--- config.mk ---
export PLATFORM = sky130hd
export DESIGN_NAME = timed_mode_schedule_sequencer_unit
export DESIGN_NICKNAME = d
export VERILOG_FILES = /design/src/tmss_pkg.sv /design/src/timed_mode_schedule_sequencer_unit.sv /design/src/tmss_front.sv /design/src/tmss_back.sv
export SDC_FILE = /design/constraint.sdc
export NUM_CORES = 2
export LEC_CHECK = 0
export ABC_AREA = 1
export BUFFER_PORTS_ARGS = -buffer_cell sky130_fd_sc_hd__buf_4
export CORE_UTILIZATION = 55
export CTS_BUF_LIST = sky130_fd_sc_hd__clkbuf_16
export DETAILED_ROUTE_END_ITERATION = 10
export GPL_TIMING_DRIVEN = 0
export MAX_ROUTING_LAYER = met4
export PLACE_DENSITY = 0.79
export SLEW_MARGIN = 30
export SYNTH_ARGS = -nofsm -noshare
export SYNTH_HDL_FRONTEND = slang
export SYNTH_SLANG_ARGS = --single-unit
--- constraint.sdc ---
create_clock -name clk -period 25 [get_ports clk]
set_input_delay 2.5 -clock clk [delete_from_list [all_inputs] [get_ports clk]]
set_output_delay 2.5 -clock clk [all_outputs]
set_load 0.005 [all_outputs]
--- src/tmss_pkg.sv ---
`timescale 1ns / 1ps
package tmss_pkg;

  localparam int MAX_SEGMENTS = 16;
  localparam int IDX_W = (MAX_SEGMENTS > 1) ? $clog2(MAX_SEGMENTS) : 1;
  localparam int CUR_W = $clog2(MAX_SEGMENTS + 1);
  localparam int QUEUE_DEPTH = 2;
  localparam int QPTR_W = (QUEUE_DEPTH > 1) ? $clog2(QUEUE_DEPTH) : 1;
  localparam int QCNT_W = $clog2(QUEUE_DEPTH + 1);

  // Opcodes of a request
  localparam logic [1:0] OP_TICK     = 2'd0;
  localparam logic [1:0] OP_LOAD     = 2'd1;
  localparam logic [1:0] OP_SET_STEP = 2'd2;
  localparam logic [1:0] OP_SET_RATE = 2'd3;

  // Run modes
  localparam logic [1:0] MODE_NOP = 2'd0;
  localparam logic [1:0] MODE_RUN = 2'd1;
  localparam logic [1:0] MODE_END = 2'd2;

  // Configuration register indexes
  localparam int CFG_IDX_W = 1;
  localparam logic [CFG_IDX_W-1:0] CFG_SEGMENTS_IN_USE = 1'd0;
  localparam logic [CFG_IDX_W-1:0] CFG_FINAL_STEP      = 1'd1;

  typedef struct packed {
    logic [1:0]         opcode;
    logic [3:0]         segment_slot;
    logic [31:0]        seg_begin;
    logic [31:0]        seg_end;
    logic signed [15:0] seg_rate;
    logic [15:0]        seg_gain;
    logic [7:0]         seg_plastic;
    logic [9:0]         seg_stimulus;
    logic [31:0]        new_step;
    logic signed [15:0] new_rate;
  } req_t;

  typedef struct packed {
    logic [1:0]         run_mode;
    logic [31:0]        step_now;
    logic signed [15:0] rate_now;
    logic signed [15:0] rate_before;
    logic [15:0]        gain_now;
    logic [7:0]         plastic_now;
    logic [9:0]         stimulus_now;
  } res_t;

  typedef struct packed {
    logic [31:0]        seg_begin;
    logic [31:0]        seg_end;
    logic signed [15:0] rate;
    logic [15:0]        gain;
    logic [7:0]         plastic;
    logic [9:0]         stimulus;
  } entry_t;

  typedef enum logic [2:0] {
    CMD_TICK,
    CMD_LOAD,
    CMD_SKIP,
    CMD_SET_STEP,
    CMD_SET_RATE
  } cmd_kind_t;

  typedef struct packed {
    cmd_kind_t          kind;
    logic [IDX_W-1:0]   slot;
    entry_t             entry;
    logic [31:0]        new_step;
    logic signed [15:0] new_rate;
  } cmd_t;

endpackage

--- src/timed_mode_schedule_sequencer_unit.sv ---
`timescale 1ns / 1ps
// Load, set step, set rate and a tick past final_step go from idle straight to the reply
//   state; other ticks go through read and check, again for each segment stepped past.
// The back end takes no new request until its reply state registers the last result;
//   result stalls hold it there, and the two-entry front queue takes requests meanwhile.
// Reset (rst, synchronous): cursor 0, step 0, mode NOP, rates 0, gain 1, plastic 1,
//   stimulus 0, segments_in_use 1, final_step 0; table undefined until loaded.
module timed_mode_schedule_sequencer_unit (
  input  logic                               clk,
  input  logic                               rst,
  // request channel
  input  logic                               req_valid,
  output logic                               req_ready,
  input  tmss_pkg::req_t                     req,
  // result channel
  output logic                               res_valid,
  input  logic                               res_ready,
  output tmss_pkg::res_t                     res,
  // configuration write channel
  input  logic                               cfg_valid,
  output logic                               cfg_ready,
  input  logic [tmss_pkg::CFG_IDX_W-1:0]     cfg_index,
  input  logic [31:0]                        cfg_data
);

  tmss_pkg::cmd_t cmd;
  logic           cmd_valid;
  logic           cmd_ready;
  logic [4:0]     segments_in_use;
  logic [31:0]    final_step;

  // Configuration must be written only while idle (the block does not enforce this), so always take it.
  assign cfg_ready = 1'b1;

  always_ff @(posedge clk) begin
    if (rst) begin
      segments_in_use <= 5'd1;
      final_step      <= '0;
    end else if (cfg_valid && cfg_ready) begin
      case (cfg_index)
        tmss_pkg::CFG_SEGMENTS_IN_USE: segments_in_use <= cfg_data[4:0];
        tmss_pkg::CFG_FINAL_STEP:      final_step      <= cfg_data;
        default: ;
      endcase
    end
  end

  // Front: accept each request, classify it and hold it in a short queue.
  tmss_front u_front (
    .clk       (clk),
    .rst       (rst),
    .req_valid (req_valid),
    .req_ready (req_ready),
    .req       (req),
    .cmd       (cmd),
    .cmd_valid (cmd_valid),
    .cmd_ready (cmd_ready)
  );

  // Back: own the segment table and timeline state, walk the cursor, and
  // register one result per request behind its own valid/ready stage.
  tmss_back u_back (
    .clk             (clk),
    .rst             (rst),
    .cmd             (cmd),
    .cmd_valid       (cmd_valid),
    .cmd_ready       (cmd_ready),
    .segments_in_use (segments_in_use),
    .final_step      (final_step),
    .res_valid       (res_valid),
    .res_ready       (res_ready),
    .res             (res)
  );

endmodule

--- src/tmss_front.sv ---
`timescale 1ns / 1ps
module tmss_front (
  input  logic                clk,
  input  logic                rst,
  input  logic                req_valid,
  output logic                req_ready,
  input  tmss_pkg::req_t      req,
  output tmss_pkg::cmd_t      cmd,
  output logic                cmd_valid,
  input  logic                cmd_ready
);

  tmss_pkg::cmd_t                   queue [tmss_pkg::QUEUE_DEPTH];
  logic [tmss_pkg::QPTR_W-1:0]      wr_ptr;
  logic [tmss_pkg::QPTR_W-1:0]      rd_ptr;
  logic [tmss_pkg::QCNT_W-1:0]      count;
  tmss_pkg::cmd_t                   cls;
  logic                             push;
  logic                             pop;

  // Classify the request into a command for the back end
  always_comb begin
    cls.slot           = tmss_pkg::IDX_W'(req.segment_slot);
    cls.entry.seg_begin = req.seg_begin;
    cls.entry.seg_end  = req.seg_end;
    cls.entry.rate     = req.seg_rate;
    cls.entry.gain     = req.seg_gain;
    cls.entry.plastic  = req.seg_plastic;
    cls.entry.stimulus = req.seg_stimulus;
    cls.new_step       = req.new_step;
    cls.new_rate       = req.new_rate;
    case (req.opcode)
      tmss_pkg::OP_TICK:     cls.kind = tmss_pkg::CMD_TICK;
      tmss_pkg::OP_LOAD: begin
        // drop loads aimed past the table
        if (32'(req.segment_slot) < tmss_pkg::MAX_SEGMENTS) cls.kind = tmss_pkg::CMD_LOAD;
        else cls.kind = tmss_pkg::CMD_SKIP;
      end
      tmss_pkg::OP_SET_STEP: cls.kind = tmss_pkg::CMD_SET_STEP;
      tmss_pkg::OP_SET_RATE: cls.kind = tmss_pkg::CMD_SET_RATE;
      default:               cls.kind = tmss_pkg::CMD_SKIP;
    endcase
  end

  assign req_ready = (32'(count) < tmss_pkg::QUEUE_DEPTH);
  assign cmd_valid = (count != '0);
  assign cmd       = queue[rd_ptr];
  assign push      = req_valid && req_ready;
  assign pop       = cmd_valid && cmd_ready;

  always_ff @(posedge clk) begin
    if (push) begin
      queue[wr_ptr] <= cls;
    end
  end

  always_ff @(posedge clk) begin
    if (rst) begin
      wr_ptr <= '0;
      rd_ptr <= '0;
      count  <= '0;
    end else begin
      if (push) begin
        wr_ptr <= (32'(wr_ptr) == tmss_pkg::QUEUE_DEPTH - 1) ? '0 : wr_ptr + 1'b1;
      end
      if (pop) begin
        rd_ptr <= (32'(rd_ptr) == tmss_pkg::QUEUE_DEPTH - 1) ? '0 : rd_ptr + 1'b1;
      end
      case ({push, pop})
        2'b10:   count <= count + 1'b1;
        2'b01:   count <= count - 1'b1;
        default: count <= count;
      endcase
    end
  end

endmodule

--- src/tmss_back.sv ---
`timescale 1ns / 1ps
module tmss_back (
  input  logic                clk,
  input  logic                rst,
  input  tmss_pkg::cmd_t      cmd,
  input  logic                cmd_valid,
  output logic                cmd_ready,
  input  logic [4:0]          segments_in_use,
  input  logic [31:0]         final_step,
  output logic                res_valid,
  input  logic                res_ready,
  output tmss_pkg::res_t      res
);

  typedef enum logic [1:0] {
    S_IDLE,
    S_READ,
    S_CHECK,
    S_REPLY
  } state_t;

  state_t                          state;
  tmss_pkg::entry_t                table_mem [tmss_pkg::MAX_SEGMENTS];
  tmss_pkg::entry_t                rd_entry;
  logic [tmss_pkg::CUR_W-1:0]      cursor;
  logic [tmss_pkg::CUR_W-1:0]      limit;
  logic [31:0]                     step_count;
  logic [31:0]                     step_next;
  logic [1:0]                      mode;
  logic signed [15:0]              rate;
  logic signed [15:0]              rate_old;
  logic [15:0]                     gain;
  logic [7:0]                      plastic;
  logic [9:0]                      stimulus;
  logic                            table_we;

  assign cmd_ready = (state == S_IDLE);
  assign step_next = step_count + 32'd1;
  assign table_we  = (state == S_IDLE) && cmd_valid && (cmd.kind == tmss_pkg::CMD_LOAD);

  // Saturate the scan count to the table depth
  always_comb begin
    if (32'(segments_in_use) > tmss_pkg::MAX_SEGMENTS) begin
      limit = tmss_pkg::CUR_W'(tmss_pkg::MAX_SEGMENTS);
    end else begin
      limit = tmss_pkg::CUR_W'(segments_in_use);
    end
  end

  always_ff @(posedge clk) begin
    if (table_we) begin
      table_mem[cmd.slot] <= cmd.entry;
    end
    rd_entry <= table_mem[cursor[tmss_pkg::IDX_W-1:0]];
  end

  always_ff @(posedge clk) begin
    if (rst) begin
      state      <= S_IDLE;
      cursor     <= '0;
      step_count <= '0;
      mode       <= tmss_pkg::MODE_NOP;
      rate       <= '0;
      rate_old   <= '0;
      gain       <= 16'd1;
      plastic    <= 8'd1;
      stimulus   <= '0;
      res_valid  <= 1'b0;
    end else begin
      if (res_valid && res_ready && (state != S_REPLY)) begin
        res_valid <= 1'b0;
      end
      case (state)
        S_IDLE: begin
          if (cmd_valid) begin
            state <= S_REPLY;
            case (cmd.kind)
              tmss_pkg::CMD_TICK: begin
                step_count <= step_next;
                if (step_next > final_step) begin
                  mode <= tmss_pkg::MODE_END;
                end else begin
                  state <= S_READ;
                end
              end
              tmss_pkg::CMD_SET_STEP: step_count <= cmd.new_step;
              tmss_pkg::CMD_SET_RATE: rate <= cmd.new_rate;
              default: ;
            endcase
          end
        end
        S_READ: begin
          state <= S_CHECK;
        end
        S_CHECK: begin
          state <= S_REPLY;
          if (cursor < limit) begin
            if (step_count > rd_entry.seg_begin && step_count <= rd_entry.seg_end) begin
              rate_old <= rate;
              rate     <= rd_entry.rate;
              gain     <= rd_entry.gain;
              plastic  <= rd_entry.plastic;
              stimulus <= rd_entry.stimulus;
              mode     <= tmss_pkg::MODE_RUN;
            end else if (step_count < rd_entry.seg_begin) begin
              mode <= tmss_pkg::MODE_NOP;
            end else begin
              // segment over or starts at this step: advance and read again
              cursor <= cursor + 1'b1;
              state  <= S_READ;
            end
          end
        end
        S_REPLY: begin
          if (!res_valid || res_ready) begin
            res_valid        <= 1'b1;
            res.run_mode     <= mode;
            res.step_now     <= step_count;
            res.rate_now     <= rate;
            res.rate_before  <= rate_old;
            res.gain_now     <= gain;
            res.plastic_now  <= plastic;
            res.stimulus_now <= stimulus;
            state            <= S_IDLE;
          end
        end
        default: state <= S_IDLE;
      endcase
    end
  end

endmodule

Yosys cells after proc, flatten, opt, wreduce, memory -nomap -nowiden
Memory sizes are Yosys's and may differ from the RTL's. A register that Yosys moved wholly into a read port is not among the register bits.
Index checks and enable logic that the tools add are counted.
{ "totals": {"latch_bits": 0, "mem_count": 2, "register_bits": 249, "out_inout_bits": 103, "wordCells": 120, "romBits": 0, "inputBits": 206, "ram_bits": 2162} }
{ "mem_list": {"columns": ["memory", "depth", "width", "read_ports", "rd_clocked_by_memory_dff", "write_ports", "line", "rtl"], "rows": [
  ["u_back.table_mem", 16, 114, 1, 1, 1, "tmss_back.sv:23", "tmss_pkg::entry_t table_mem [tmss_pkg::MAX_SEGMENTS];"],
  ["u_front.queue", 2, 169, 1, 1, 1, "tmss_front.sv:13", "tmss_pkg::cmd_t queue [tmss_pkg::QUEUE_DEPTH];"]
]} }
{ "op_classes": {"shift": 0, "add_sub_neg": 6, "mux": 35, "n_eq_ne": 20, "bitwise_logic": 4, "n_reduce_logical": 24, "n_lt_le_gt_ge": 7, "div": 0, "n_mul": 0} }
{ "op_table": {"columns": ["op", "n"], "rows": [
  ["32-bit > comparator", 2],
  ["16-bit two-way mux", 4],
  ["32-bit case mux with 2 select lines", 1],
  ["32-bit by 1-bit adder with 32-bit output, second input constant", 1],
  ["32-bit <= comparator", 1],
  ["32-bit < comparator", 1],
  ["16-bit case mux with 2 select lines", 1],
  ["2-bit two-way mux", 13],
  ["2-bit by 1-bit != test with 1-bit output, second input constant", 7],
  ["3-bit case mux with 4 select lines", 1],
  ["1-bit two-way mux", 11],
  ["2-bit equality test, second input constant", 5],
  ["3-bit AND reduction", 3],
  ["2-bit case mux with 2 select lines", 2],
  ["2-bit case mux with 4 select lines", 1],
  ["2-bit nonzero test", 4],
  ["2-bit by 1-bit equality test with 1-bit output, second input constant", 3],
  ["1-bit logical AND", 6],
  ["2-bit AND reduction", 3],
  ["6-bit AND reduction", 1],
  ["5-bit by 1-bit adder with 5-bit output, second input constant", 1],
  ["5-bit > comparator, second input constant", 1],
  ["5-bit < comparator", 1],
  ["5-bit two-way mux", 1],
  ["other kinds (16)", 21]
]} }

Depth between registers and ports, before layout
{ "depth": {"word_depth": 6, "ltp_mapped": 24, "ltp_nobuf": 24} }

Cells and area by module
Synthesis repeated with hierarchy kept, for this count alone.
{ "hier_totals": {"hier_cells": 6882, "area_unflattened_um2": 97941.4} }
{ "by_module_without_submodules": {"columns": ["mod", "seq_area_each_um2", "area_per_inst_um2", "n_inst", "cells_each"], "rows": [
  ["tmss_back", 62219.7, 83654.0, 1, 6138],
  ["tmss_front", 10249.8, 12881.1, 1, 566],
  ["timed_mode_schedule_sequencer_unit", 740.7, 1406.3, 1, 178]
]} }

Worst setup path after synthesis
No wires, ideal clock.
{ "synth_timing": {"kind": "input port to flip-flop", "from": "in rst", "to": "reg u_back.res[0] (netlist name)", "required_ps": 24319, "stages": 3, "n_path_buf": 2, "setup_ps": 681, "path_slack_ps": 14605, "arrival_time_ps": 9714, "path_cell_list": "clkbuf_1 -> clkbuf_1 -> nor3_1"} }
{ "synth_via": {"elab_chain_cells": 2} }
{ "synth_rtl": {"columns": ["element", "line", "rtl"], "rows": [
  ["start: declaration", "timed_mode_schedule_sequencer_unit.sv:10", "input logic rst,"],
  ["1-bit NOT (no line)", null, null],
  ["3-bit AND reduction (no line)", null, null]
]} }
Every way passes these cells.
A chain may end at the register's enable or synchronous reset.

Worst setup path in the final report
{ "layout_timing": {"from": "in rst", "to": "reg u_back.res[24] (netlist name)"} }
{ "layout_via": {"elab_chain_cells": 2} }
{ "layout_rtl": {"columns": ["element"], "rows": [
  ["1-bit NOT (no line)"],
  ["3-bit AND reduction (no line)"]
]} }
Every way passes these cells.

==> metrics.txt <==
# TYPE chip_impl_metric gauge
chip_impl_metric{name="gp_congestion",unit=""} 0.918
chip_impl_metric{name="combined_area_of_all_synthesized_cells",unit="um2"} 97000
chip_impl_metric{name="clkLatencyLatePin",unit="ns"} 0.88
chip_impl_metric{name="post-route-drc-count",unit=""} 0
chip_impl_info{name="combinational_family_with_the_most_area_after_synthesis",value="simple AND/OR/NAND/NOR gates"} 1
chip_impl_metric{name="grt_max_degree",unit=""} 26
chip_impl_metric{name="post_dp_hpwl",unit="mm"} 194
chip_impl_metric{name="post-route-min-period",unit="ns"} 4.36
chip_impl_metric{name="synth_xor_area_frac",unit=""} 0.00244
chip_impl_info{name="final_cell_mix",value="2262 x edfxtp_1, 1084 x nor2_1, 996 x nand2_1"} 1
chip_impl_metric{name="start_util",unit=""} 0.556
chip_impl_info{name="most_common_cell_after_layout_fill_and_taps_aside",value="edfxtp_1"} 1
chip_impl_metric{name="firstDrtPassIters",unit=""} 8
chip_impl_metric{name="synth_compound_gate_area_share",unit=""} 0.0867
chip_impl_info{name="hold_removal_path_class",value="reg2reg"} 1
chip_impl_metric{name="fin_skew",unit="ns"} 0.0420
chip_impl_metric{name="synthesis.nets",unit=""} 7485
chip_impl_metric{name="fp.dieH",unit="um"} 422
chip_impl_metric{name="power.density",unit="nW/um2"} 88.2
chip_impl_info{name="rsz0062_at_grt",value="no"} 1
chip_impl_metric{name="post-route-period-util",unit=""} 0.174
chip_impl_metric{name="htree_num_levels",unit=""} 4
chip_impl_metric{name="die_area",unit="um2"} 178000
chip_impl_metric{name="post_synth_mux_area_share",unit=""} 0.0191
chip_impl_metric{name="drive_gt1_frac",unit=""} 0.112
chip_impl_info{name="cts-root-buf",value="clkbuf_16"} 1
chip_impl_metric{name="clock_tree.buffer_depth",unit=""} 3
chip_impl_metric{name="postCtsSetupRepairBufs",unit=""} 0
chip_impl_info{name="critical_path.endpoint_type",value="flip-flop"} 1
chip_impl_metric{name="number_of_flops_mapped_to_enable_cells_by_yosys",unit=""} 2262
chip_impl_metric{name="grtUsageTotal",unit=""} 0.324
chip_impl_metric{name="ys_seq_area_frac",unit=""} 0.755
chip_impl_metric{name="post_cts.resized_instances",unit=""} 0
chip_impl_info{name="clock_tree_from_tritoncts",value="yes"} 1
chip_impl_metric{name="synth_cells",unit=""} 7174
chip_impl_metric{name="worst_ir_drop_vdd",unit="mV"} 0.0826
chip_impl_metric{name="grt_pass1_wl",unit="mm"} 412
chip_impl_metric{name="setup_viol",unit=""} 0
chip_impl_metric{name="synth-simple-area-share",unit=""} 0.0977
chip_impl_info{name="crit_path_start_kind",value="input pin"} 1
chip_impl_metric{name="num_io_pins",unit=""} 309
chip_impl_metric{name="max_slew.worst_pin.slew",unit="ns"} 1.14
chip_impl_metric{name="power.total",unit="uW"} 10000
chip_impl_metric{name="finalHoldViolCount",unit=""} 0
chip_impl_info{name="timing.setup.critical_path_class",value="in2reg"} 1
chip_impl_metric{name="clkSinkCount",unit=""} 2526
chip_impl_metric{name="postSynthAreaPerCell",unit="um2"} 13.5
chip_impl_metric{name="num-fill-cells",unit=""} 11300
chip_impl_metric{name="critPathRequiredTime",unit="ns"} 25.58
chip_impl_metric{name="async_reset_ff_frac",unit=""} 0
chip_impl_metric{name="max_fclk",unit="GHz"} 0.229
chip_impl_metric{name="die_x",unit="um"} 422
chip_impl_metric{name="synthAdderAreaFrac",unit=""} 0.0135
chip_impl_metric{name="cts_inserted_buffers",unit=""} 227
chip_impl_metric{name="yosys.cell_types.count",unit=""} 46
chip_impl_metric{name="crit_arrival",unit="ns"} 4.94
chip_impl_metric{name="leakagePower",unit="uW"} 0.0388
chip_impl_metric{name="routed_wirelength",unit="mm"} 286
chip_impl_metric{name="yosysWarnings",unit=""} 0
chip_impl_metric{name="avgRoutedWirePerCell",unit="um"} 27.5
chip_impl_metric{name="max_cap_violations",unit=""} 0
chip_impl_info{name="failed_checks",value="antenna violations"} 1
chip_impl_metric{name="worst-path-max-fanout",unit=""} 11
chip_impl_metric{name="grt_pass1_vias",unit=""} 64700
chip_impl_metric{name="cts_hold_buffers",unit=""} 0
chip_impl_metric{name="post_detailed_route_count_of_antenna_violating_nets",unit=""} 1
chip_impl_metric{name="grt_antenna_before_repair",unit=""} 23
chip_impl_metric{name="tns",unit="ns"} 0
chip_impl_info{name="run_status",value="complete, but fails checks"} 1
chip_impl_metric{name="cts.reportedPaths.clkPinSlew",unit="ns"} 0.06
chip_impl_metric{name="vias_per_cell",unit=""} 6.34
chip_impl_metric{name="finalMaxSlewViolations",unit=""} 0
chip_impl_metric{name="final_nets",unit=""} 8182
chip_impl_metric{name="fp-row-count",unit=""} 153
chip_impl_metric{name="area_growth",unit="%"} 17.1
chip_impl_info{name="synth_ff_type",value="edfxtp_1"} 1
chip_impl_metric{name="core_util_final",unit=""} 0.651
chip_impl_metric{name="fp.coreArea",unit="um2"} 174000
chip_impl_metric{name="grt-ovfl-total",unit=""} 0
chip_impl_metric{name="count_of_vias_placed_by_the_detailed_router",unit=""} 66100
chip_impl_metric{name="synth-seq-cells",unit=""} 2526
chip_impl_metric{name="detail_route.iter0.violations",unit=""} 10500
chip_impl_metric{name="maxSlewHeadroom",unit=""} 0.237
chip_impl_metric{name="portBuffers",unit=""} 306
stage by stage:
stage               hold slack [ns]  setup slack, ns  std cells  area (um2)
global route                  0.441            20.42      10400      114000
CTS                           0.431            20.65      10400      113000
floorplan                     0.406            14.60       7174       97000
global placement              0.414             9.64       9805      102000
finish                        0.432            20.64      10400      114000
detailed placement            0.414            19.75       9967      106000
report_power, final:
part,switching (uW),total [uW],internal [uW]
Sequential,106,5370,5270
Combinational,1020,1290,278
Clock,1520,3340,1820
cell usage after synthesis (17+ instances only):
cell      count  area (um2)
ha_1        105        1310
nand2_1     996        3740
edfxtp_1   2262       67900
nand4_1      18         113
nand3_1     242        1210
buf_1        32         120
buf_2        37         185
xor2_1       25         219
mux2i_1     185        1850
inv_1       186         698
o21ai_0     547        2740
a21oi_1     201        1010
dfxtp_1     264        5290
nor2_1     1103        4140
o221ai_1    183        1600
o32ai_1     273        2390
a31oi_1      17         106
o211ai_1     48         360
clkbuf_1    360        1350
nor3_1       18        90.1
critical path, stage by stage:
cell	delay [ns]
clkbuf_1	0.29
clkbuf_1	0.46
nor3_2	0.57
buf_4	0.28
buf_4	0.21
buf_4	0.21
buf_4	0.20
buf_4	0.21
worst paths after layout:
path,from,end,slack [ns],cells after the start
setup / recovery,rst,u_back.res[24]$_DFFE_PP_,20.64,8
hold reg to reg,u_back.gain[10]$_SDFFE_PP0P_,u_back.res[28]$_DFFE_PP_,0.43,0
setup reg to reg,u_back.step_count[3]$_SDFFE_PP0P_,u_back.mode[0]$_SDFFE_PP0P_,20.71,24
hold / removal,u_back.gain[10]$_SDFFE_PP0P_,u_back.res[28]$_DFFE_PP_,0.43,0
flip-flops by register name, summed over array words and instances, names as in the netlist, 5 cells and up, named ones only:
register / count
segments_in_use: 5
u_back.plastic: 8
u_back.rate: 16
u_back.stimulus: 10
u_back.gain: 16
u_back.table_mem: 1824
u_front.queue: 338
final_step: 32
u_back.cursor: 5
u_back.res: 100
u_back.step_count: 32
u_back.rd_entry: 114
u_back.rate_old: 16
area by class of cell:
cell class,instances,area [um2],area share
sequential,2526,73200,0.645
multi-input combinational,4012,21400,0.189
timing repair buffer,468,6320,0.0556
clock buffer,232,5810,0.0511
tap,2325,2910,0.0256
buffer,438,1770,0.0156
clock inverter,192,1290,0.0114
inverter,198,743,0.00655
antenna,30,75.1,0.000661
layer usage:
layer,global-route usage,wire [um]
met5,-,0
met4,0.199,20900
met3,0.0902,39200
met2,0.497,131000
met1,0.382,95300
kinds of logic (layout without fill, tap and decap cells):
family	Yosys count	after routing
buffers and inverters	636	1528
AOI/OAI and AO/OA	1294	1294
muxes	185	185
other	1	31
xor gates and xnor gates	27	27
and+or+nand+nor	2400	2400
adders and majority gates	105	105
DFF	2526	2526
(Power assumes the default switching activity.)
